$ cat config.mk
export PLATFORM = sky130hd
export DESIGN_NAME = spct_order
export DESIGN_NICKNAME = d
export VERILOG_FILES = /design/src/rtl/core/spct_pkg.sv /design/src/rtl/core/spct_order.sv
export SDC_FILE = /design/constraint.sdc
export NUM_CORES = 1
export LEC_CHECK = 0
export BUFFER_PORTS_ARGS = -buffer_cell sky130_fd_sc_hd__buf_2
export CAP_MARGIN = 5
export CORE_AREA = 4 4 171 173
export DETAILED_ROUTE_END_ITERATION = 10
export DIE_AREA = 0 0 175 177
export GPL_ROUTABILITY_DRIVEN = 1
export PLACE_DENSITY = 0.5
export SYNTH_ARGS = -nofsm -noshare
export SYNTH_HDL_FRONTEND = slang
export SYNTH_SLANG_ARGS = --single-unit
$ cat constraint.sdc
create_clock -name vclk -period 3.35
set_clock_uncertainty 0.05 [all_clocks]
set_input_delay 0.1675 -clock vclk [all_inputs]
set_output_delay 0.1675 -clock vclk [all_outputs]
set_load 0.02 [all_outputs]
$ cat src/rtl/core/spct_pkg.sv
// Package: shape kinds, widths and shared arithmetic for the shape pair collision test.
`default_nettype none
package spct_pkg;
	localparam int CoordW = 16;
	localparam int DW     = CoordW + 3;   // doubled coordinate and sums of two
	localparam int PW     = 2 * DW + 2;   // product of two differences
	localparam int QW     = 2 * PW + 4;   // product of two products
	localparam int HW     = PW / 2;       // half of a product, for split multiplies

	typedef enum logic [1:0] {
		KIND_POINT   = 2'd0,
		KIND_SEGMENT = 2'd1,
		KIND_CIRCLE  = 2'd2,
		KIND_BOX     = 2'd3
	} kind_t;

	typedef logic signed [CoordW-1:0] coord_t;
	typedef logic signed [DW-1:0]     dv_t;
	typedef logic signed [PW-1:0]     pv_t;
	typedef logic signed [QW-1:0]     qv_t;
	typedef logic signed [HW:0]       hv_t;   // one half of a product, sign bit added
	typedef logic signed [2*HW+1:0]   hp_t;   // product of two halves

	typedef struct packed {
		kind_t  ka;
		kind_t  kb;
		dv_t [3:0] a;    // doubled coordinates of the lower kind
		dv_t [3:0] b;
		dv_t [3:0] ah;   // raw values (half sizes in doubled units)
		dv_t [3:0] bh;
	} pair_t;

	// Four point pairs for one segment against one edge.
	typedef struct packed {
		dv_t x1, y1, x2, y2, x3, y3, x4, y4;
	} seg4_t;

	// Products of one segment-segment test.
	typedef struct packed {
		pv_t d, s, t, e1, e2, e3;
	} segp_t;

	function automatic pv_t mulp(input dv_t x, input dv_t y);
		return pv_t'(x) * pv_t'(y);
	endfunction

	function automatic hp_t mulh(input hv_t x, input hv_t y);
		return hp_t'(x) * hp_t'(y);
	endfunction

	function automatic segp_t seg_products(input seg4_t g);
		dv_t ax, ay, bx, by, cx, cy;
		segp_t p;
		ax = g.x3 - g.x1; ay = g.y3 - g.y1;
		bx = g.x4 - g.x1; by = g.y4 - g.y1;
		cx = g.x2 - g.x1; cy = g.y2 - g.y1;
		p.d  = mulp(ax, by) - mulp(ay, bx);
		p.s  = mulp(cx, by) - mulp(cy, bx);
		p.t  = mulp(ax, cy) - mulp(ay, cx);
		p.e1 = mulp(ax, bx) + mulp(ay, by);
		p.e2 = mulp(g.x3 - g.x2, g.x4 - g.x2) + mulp(g.y3 - g.y2, g.y4 - g.y2);
		p.e3 = mulp(g.x1 - g.x3, g.x2 - g.x3) + mulp(g.y1 - g.y3, g.y2 - g.y3);
		return p;
	endfunction

	function automatic logic seg_decide(input segp_t p);
		pv_t st;
		st = p.s + p.t;
		if (p.d < 0)
			return (p.s <= 0) && (p.t <= 0) && (st <= p.d);
		else if (p.d > 0)
			return (p.s >= 0) && (p.t >= 0) && (p.d <= st);
		return (p.e1 <= 0) || (p.e2 <= 0) || (p.e3 <= 0);
	endfunction
endpackage
`default_nettype wire

$ cat src/rtl/core/spct_order.sv
// Input stage: sign extension, doubling and ordering of the pair by kind.
`default_nettype none
module spct_order (
	input  wire spct_pkg::kind_t  kind_a,
	input  wire spct_pkg::coord_t ca0, ca1, ca2, ca3,
	input  wire spct_pkg::kind_t  kind_b,
	input  wire spct_pkg::coord_t cb0, cb1, cb2, cb3,
	output spct_pkg::pair_t       pair
);
	import spct_pkg::*;
	coord_t [3:0] ra, rb;
	dv_t [3:0] da, db, ha, hb;
	logic swap;

	always_comb begin
		ra = {ca3, ca2, ca1, ca0};
		rb = {cb3, cb2, cb1, cb0};
		for (int i = 0; i < 4; i++) begin
			ha[i] = dv_t'(ra[i]);
			hb[i] = dv_t'(rb[i]);
			da[i] = ha[i] <<< 1;
			db[i] = hb[i] <<< 1;
		end
		swap = kind_a > kind_b;
		pair.ka = swap ? kind_b : kind_a;
		pair.kb = swap ? kind_a : kind_b;
		pair.a  = swap ? db : da;
		pair.b  = swap ? da : db;
		pair.ah = swap ? hb : ha;
		pair.bh = swap ? ha : hb;
	end
endmodule
`default_nettype wire

; ---- Word-level counts from Yosys, hierarchy flattened
; Cells that the tools add are included.
[word_totals]
romBits = 0
input_bits = 132
mem_count = 0
latchBits = 0
ramBits = 0
out_inout_bits = 308
register_bits = 0
[classes]
n_bitwise = 0
div = 0
mul = 0
eq_ne = 0
add_sub_neg = 0
n_mux = 6
n_reduce_logical = 0
shifts = 0
magnitude_cmp = 1
[op_table]
columns = op, n
row1 = 76-bit 2-to-1 mux, 4
row2 = 2-bit 2-to-1 mux, 2
row3 = 2-bit greater-than comparator, 1

; ---- Depth between registers and ports, before layout
; Gate-level depths: netlist of the first run.
[logic_depth]
word_depth = 2
depth_mapped = 8
depth_no_buf = 5

; ---- Least setup slack after synthesis of the first run
; Ideal clock, no wire load.
[synth_path]
path_kind = input to output
start = input kind_a[1]
end = output pair[111] (netlist name)
path_slack_ns = 1.494
cell_stages = 8
t_required_ns = 3.132
arrival_time_ns = 1.639
path_cell_list = inv_1 ha_1 nand2b_2 o21ai_4 buf_12 buf_12 mux2_4 buf_4
[synth_lines]
columns = element, line_no
row1 = start: declaration, spct_order.sv:4  ; input wire spct_pkg::kind_t kind_a,
row2 = end: declaration, spct_order.sv:8  ; output spct_pkg::pair_t pair

==> reports/summary.md, run 1 <==
The number of antenna diodes is 0. Once the floorplan was initialized, standard cells occupied 12.7% of the core. In this run the cell area of the synthesized design comes to 0.00350 mm^2. The via-per-instance ratio came out at 3.18. The via count of the first global-routing pass came out at 2864.

Data on the critical path arrives at its endpoint at 1.97 ns. The critical path is of the input port to primary output type. The count of buffers added on input and output ports is 432.

Ranked by instance count, the synthesized netlist is headed by sky130_fd_sc_hd__buf_4, sky130_fd_sc_hd__mux2_4, sky130_fd_sc_hd__mux2_2. In this run, the number of DRC markers left after iteration 0 of detailed routing was 69. The tools report the total number of vias as 3058. The number of endpoints with negative hold slack in the final report is 0. The first global-routing pass estimated 15000 um of wire. The buffers inserted during post-CTS setup optimization came out at 0.

The global placer's final weighted congestion was 0.702; the sum of overflow across all layers after global routing was 0. The tool flagged a number of max-cap violations equal to 0. The mean routed wirelength per cell came out at 12.0 um. The total I/O pin count came out at 440. The floorplan row count is 61, and the share of the synthesized area in the top cell type is 42.9%. Power spread over the standard cell area amounts to 356 mW/mm^2. By area the synthesized netlist is led by sky130_fd_sc_hd__mux2_4, sky130_fd_sc_hd__buf_4, sky130_fd_sc_hd__mux2_2, sky130_fd_sc_hd__buf_12, sky130_fd_sc_hd__ha_1. The number of sequential cells came out at 0.

The run finished with clean final reports. In the post-route analysis, the smallest setup slack over all paths is 1.16 ns. The accumulated negative setup slack is 0 ns.

Wires add up to 11500 um. In the routed design, unresolved DRC markers number 0. The path class of the tightest hold or removal check is input port to primary output. The tools report the sort of element at the end of the critical path as a primary output. The shortest clock period the worst path allows after layout is 2.19 ns.

The number of cells produced by synthesis is 332. Summed over all instances, the cell type with the most area after synthesis is sky130_fd_sc_hd__mux2_4. Setup repair after global routing left no endpoint under its margin. The hold buffer count at cts was 0.

The first detailed-routing pass took 4 iterations. For the worst setup path, the data required time is 3.13 ns. The initial antenna violation count is 0, and the layout-stage area growth over the synthesis result is 32.5%. The setup violation total in the final timing report is 0, and the antenna violation net count after detailed routing is 0. Number of gates given a new drive strength after cts: 0. After the last flow step, the layout net total stands at 721. The horizontal die dimension is 175 um, and the largest net degree at the start of global routing is 69. Derived from the worst setup path, the maximum achievable clock frequency is 457 MHz. Once detailed placement completed, the half-perimeter wirelength came to 10800 um. The logs give 0% for the portion of the post-synthesis area used by sequential elements and 0.0276 mm^2 for the core box area.

The tools report the kind of start point of the critical path as an input port. Prior to clock tree synthesis, the placed netlist has a worst setup slack of 1.17 ns. The clock buffer count is 0. In this run the static leakage power is 0.00277 uW. Among all cell types in the netlist, the one instantiated most often is sky130_fd_sc_hd__buf_4.

Cells with a size suffix above 1 make up 97.3% of the layout. The number of max-slew violations in the final report was 0. The worst-case IR drop observed on VDD is 246 uV. The average cell area after synthesis was 10.6 um^2. Global routing used 5.89% of the available tracks across all layers. Dividing the final minimum period by the clock period gives 65.4%. The logs give 10 for the number of library cell types mapped by synthesis and 0 um^2 for the flip-flop and latch area.

Yosys printed 0 warnings. The floorplan step defined a die boundary enclosing 0.0310 mm^2. The die span in y came out at 177 um. Along the worst path, the maximum fanout reaches 68.
## cell families after synthesis
family          Yosys count  share of synthesized area [%]
compound gates            1                          0.464
mux                     130                           52.5
other cells               1                          0.107
simple gates              2                          0.429
fa+ha+maj                 4                           1.43
buf+inv                 194                           45.1
## stage by stage
step	cell area (um^2)	hold WS [ns]	total power (uW)	util, %	std cells
3_5_place_dp	4640	0.653	1670	16.8	961
5_1_grt	4640	0.666	1750	16.8	961
4_1_cts	4640	0.653	1680	16.8	961
2_1_floorplan	3530	0.444	1520	-	339
6_report	4640	0.652	1650	16.8	961
3_3_place_gp	4640	0.652	1670	16.8	961
## layout make-up
type                            count  area, um^2
Fill cell                        3157       23000
Timing Repair Buffer              434        2200
Multi-Input combinational cell    145        1950
Tap cell                          378         473
Inverter                            4        15.0
## layer usage
layer	vias to the layer above	routed length, um	track usage, %
met5	-	0	0
met4	0	0	0
met3	0	1160	1.22
met2	242	6450	13.0
met1	1384	3930	5.84
li1	1432	-	-
## path summary, 6_finish.rpt
path	from	end	slack, ns	cells past startpoint
max	kind_a[1]	pair[29]	1.16	8
min	cb2[6]	pair[197]	0.65	3
## report_power, final
part	switching, uW	internal (uW)	leakage (uW)
sequential	0	0	0
combinational	998	655	0.00277
clock	0	0	0
## critical path, stage by stage
cell	delay (ns)
sky130_fd_sc_hd__buf_2	0.10
sky130_fd_sc_hd__inv_1	0.04
sky130_fd_sc_hd__ha_1	0.31
sky130_fd_sc_hd__nand2b_2	0.21
sky130_fd_sc_hd__o21ai_4	0.09
sky130_fd_sc_hd__buf_12	0.35
sky130_fd_sc_hd__mux2_2	0.42
sky130_fd_sc_hd__buf_2	0.17
## layout by cell type (no fill, tap or decap)
master / n
sky130_fd_sc_hd__nand2b_2: 1
sky130_fd_sc_hd__ha_1: 4
sky130_fd_sc_hd__conb_1: 8
sky130_fd_sc_hd__inv_1: 4
sky130_fd_sc_hd__buf_2: 432
sky130_fd_sc_hd__mux2_2: 30
sky130_fd_sc_hd__o21ai_4: 1
sky130_fd_sc_hd__buf_12: 2
sky130_fd_sc_hd__nor2_2: 1
sky130_fd_sc_hd__mux2_4: 100
Note: power is estimated with default switching activity, not from simulation.
==> inputs of run 2 (changes only) <==
CORE_AREA = 4 4 168 170   (was 4 4 171 173)
DIE_AREA = 0 0 172 174   (was 0 0 175 177)
PLACE_DENSITY = 0.51   (was 0.5)
clock period = 2.25 ns   (was 3.35 ns; I/O delays follow)
==> reports/summary.md, run 2 (same netlist as run 1, synthesis figures left out) <==
The kind of start point of the critical path is an input port. The first global-routing pass estimated 16000 um of wire. After filler insertion, the fill cell instance count of the layout stands at 3062. For the number of design-rule violations left by the first detailed-router iteration, the log shows 45. For this design the static power due to leakage is 0.00284 uW. Total power density per cell area: 538 mW/mm^2.

After floorplanning, the core was divided into 60 placement rows. The share of total power dissipated in sequential elements is 0%. The worst setup path is captured at a primary output.

The number of cells after detailed placement is 937, and the clock buffer count is 0. The floorplan step defined a die boundary enclosing 0.0299 mm^2. Global routing used 6.59% of the available tracks. The wire-length estimate of the detail-placed layout is 11400 um. For the initial antenna violation count, the log shows 0. The part of the cycle the worst path needs is 89.3%.

Setup repair after global routing left no endpoint under its margin. The critical path goes through buf_2 -> inv_1 -> ha_1 -> nand2b_2 -> o21ai_4 -> buf_12 -> buf_12 -> mux2_4 -> buf_2. After the last flow step, the layout net total stands at 734.

The detailed-route wire length is 12200 um, and the number of buffer cells added on primary ports is 432. The hold buffer count at cts is 0, and the maximum clock frequency is 498 MHz. Routability-driven placement finished with a final weighted congestion of 0.790. Detailed routing inserted a total of 3099 vias.

Among all stages on the critical path, the largest delay is contributed by sky130_fd_sc_hd__mux2_4. For this configuration, the core starts out at a cell density of 13.1%. Summed over all failing endpoints, the final setup total negative slack is 0 ns. Data arrival time of the critical path: 1.85 ns.

Gates resized during post-CTS repair numbered 0. After detailed routing, the number of vias per cell comes to 3.31. The core box area is 0.0267 mm^2, and the worst stage delay on the critical path is 0.34 ns. The number of antenna diodes is 0, and the mean routed wirelength per cell is 13.0 um. The flip-flop and latch area is 0 um^2, and the maximum fanout encountered on the critical timing path is 29. The tools report the number of max-slew violations in the final report as 0. For the share of total power in the clock network, the log shows 0%.

The switching power share of the total was 59.7%. For the combinational group share of total power, the log shows 100.0%. In this run the power spent charging and discharging nets is 1510 uW. The worst setup path is of the input port to primary output kind. For this run, the detailed router's first-pass iteration total came to 4.

In this run the vertical extent of the chip is 174 um. In the final layout, the multi-input gates occupy 0.00195 mm^2. The logs give 172 uV for the highest ir drop seen on vdd and 0 for the post-route DRC violation count. The sum of overflow across all layers after global routing is 0, and the number of cells in the finished layout apart from fillers is 937. The run gives 0 as the buffers inserted during post-CTS setup optimization.

In the layout the commonest cells are sky130_fd_sc_hd__buf_2, sky130_fd_sc_hd__mux2_4, sky130_fd_sc_hd__mux2_2. Leaving out fill and tap cells, the most frequent cell in the layout is sky130_fd_sc_hd__buf_2. In this run the count of I/O pins placed on the die edge is 440.

At the worst endpoint, the required time is 2.09 ns. The horizontal die dimension came out at 172 um. Internal power comes to 1020 uW.

In this run the remaining antenna-violating nets after routing total 0. Subtracting the final worst setup slack from the clock period gives 2.01 ns. In this run the worst hold path is classified as input port to primary output. Entering global routing, the biggest net connects 30 pins.

The area growth from synthesis to layout is 34.6%. The logs give 2968 for the via count of the first global-routing pass and 0 for the number of sequential cells. Cells with a size suffix above 1 make up 97.3% of the layout.

Number of maximum-capacitance violations: 0. The number of endpoints with negative hold slack in the final report came out at 0. The flow ran to the end, and the final reports show no timing, DRC or antenna violations. The setup violation total in the final timing report was 0.
-- run 2: worst paths after layout --
check | startpoint | end | slack, ns | cells after the start
worst max-delay path | kind_a[1] | pair[264] | 0.24 | 9
worst min-delay path | ca1[5] | pair[100] | 0.54 | 3
-- run 2: worst max-delay path: cells and delay by family --
family | cells | cell delay (ns)
buffers and inverters | 5 | 0.74
adders and majority gates | 1 | 0.30
AOI/OAI and AO/OA | 1 | 0.09
muxes | 1 | 0.34
and+or+nand+nor | 1 | 0.20
-- run 2: stage by stage --
step	utilization, %	setup WS [ns]	area [um^2]	power (uW)	hold slack (ns)
floorplan	-	0.504	3530	2260	0.334
global placement	17.6	0.238	4720	2560	0.542
detailed placement	17.6	0.232	4720	2560	0.544
CTS	17.6	0.226	4720	2570	0.545
global route	17.6	0.164	4720	2680	0.550
finish	17.6	0.242	4720	2540	0.543
-- run 2: final cells by class --
type                            count  area share [%]
Tap cell                          341            9.05
Timing Repair Buffer              447            49.3
Multi-Input combinational cell    145            41.4
Inverter                            4           0.318
-- run 2: power groups by stage --
stage	Sequential [uW]	Combinational, uW	Clock, uW
final	0	2540	0
after global routing	0	2680	0
after CTS	0	2570	0
after detailed placement	0	2560	0
after global placement	0	2560	0
after floorplan	0	2260	0
-- run 2: per-layer routing --
metal	wire length (um)	GRT usage [%]	vias up	part of all wire [%]
li1	-	-	1458	-
met5	0	0	-	0
met3	1110	0.455	0	9.1
met1	4430	7.22	1407	36
met4	0	0	0	0
met2	6680	14.2	234	55
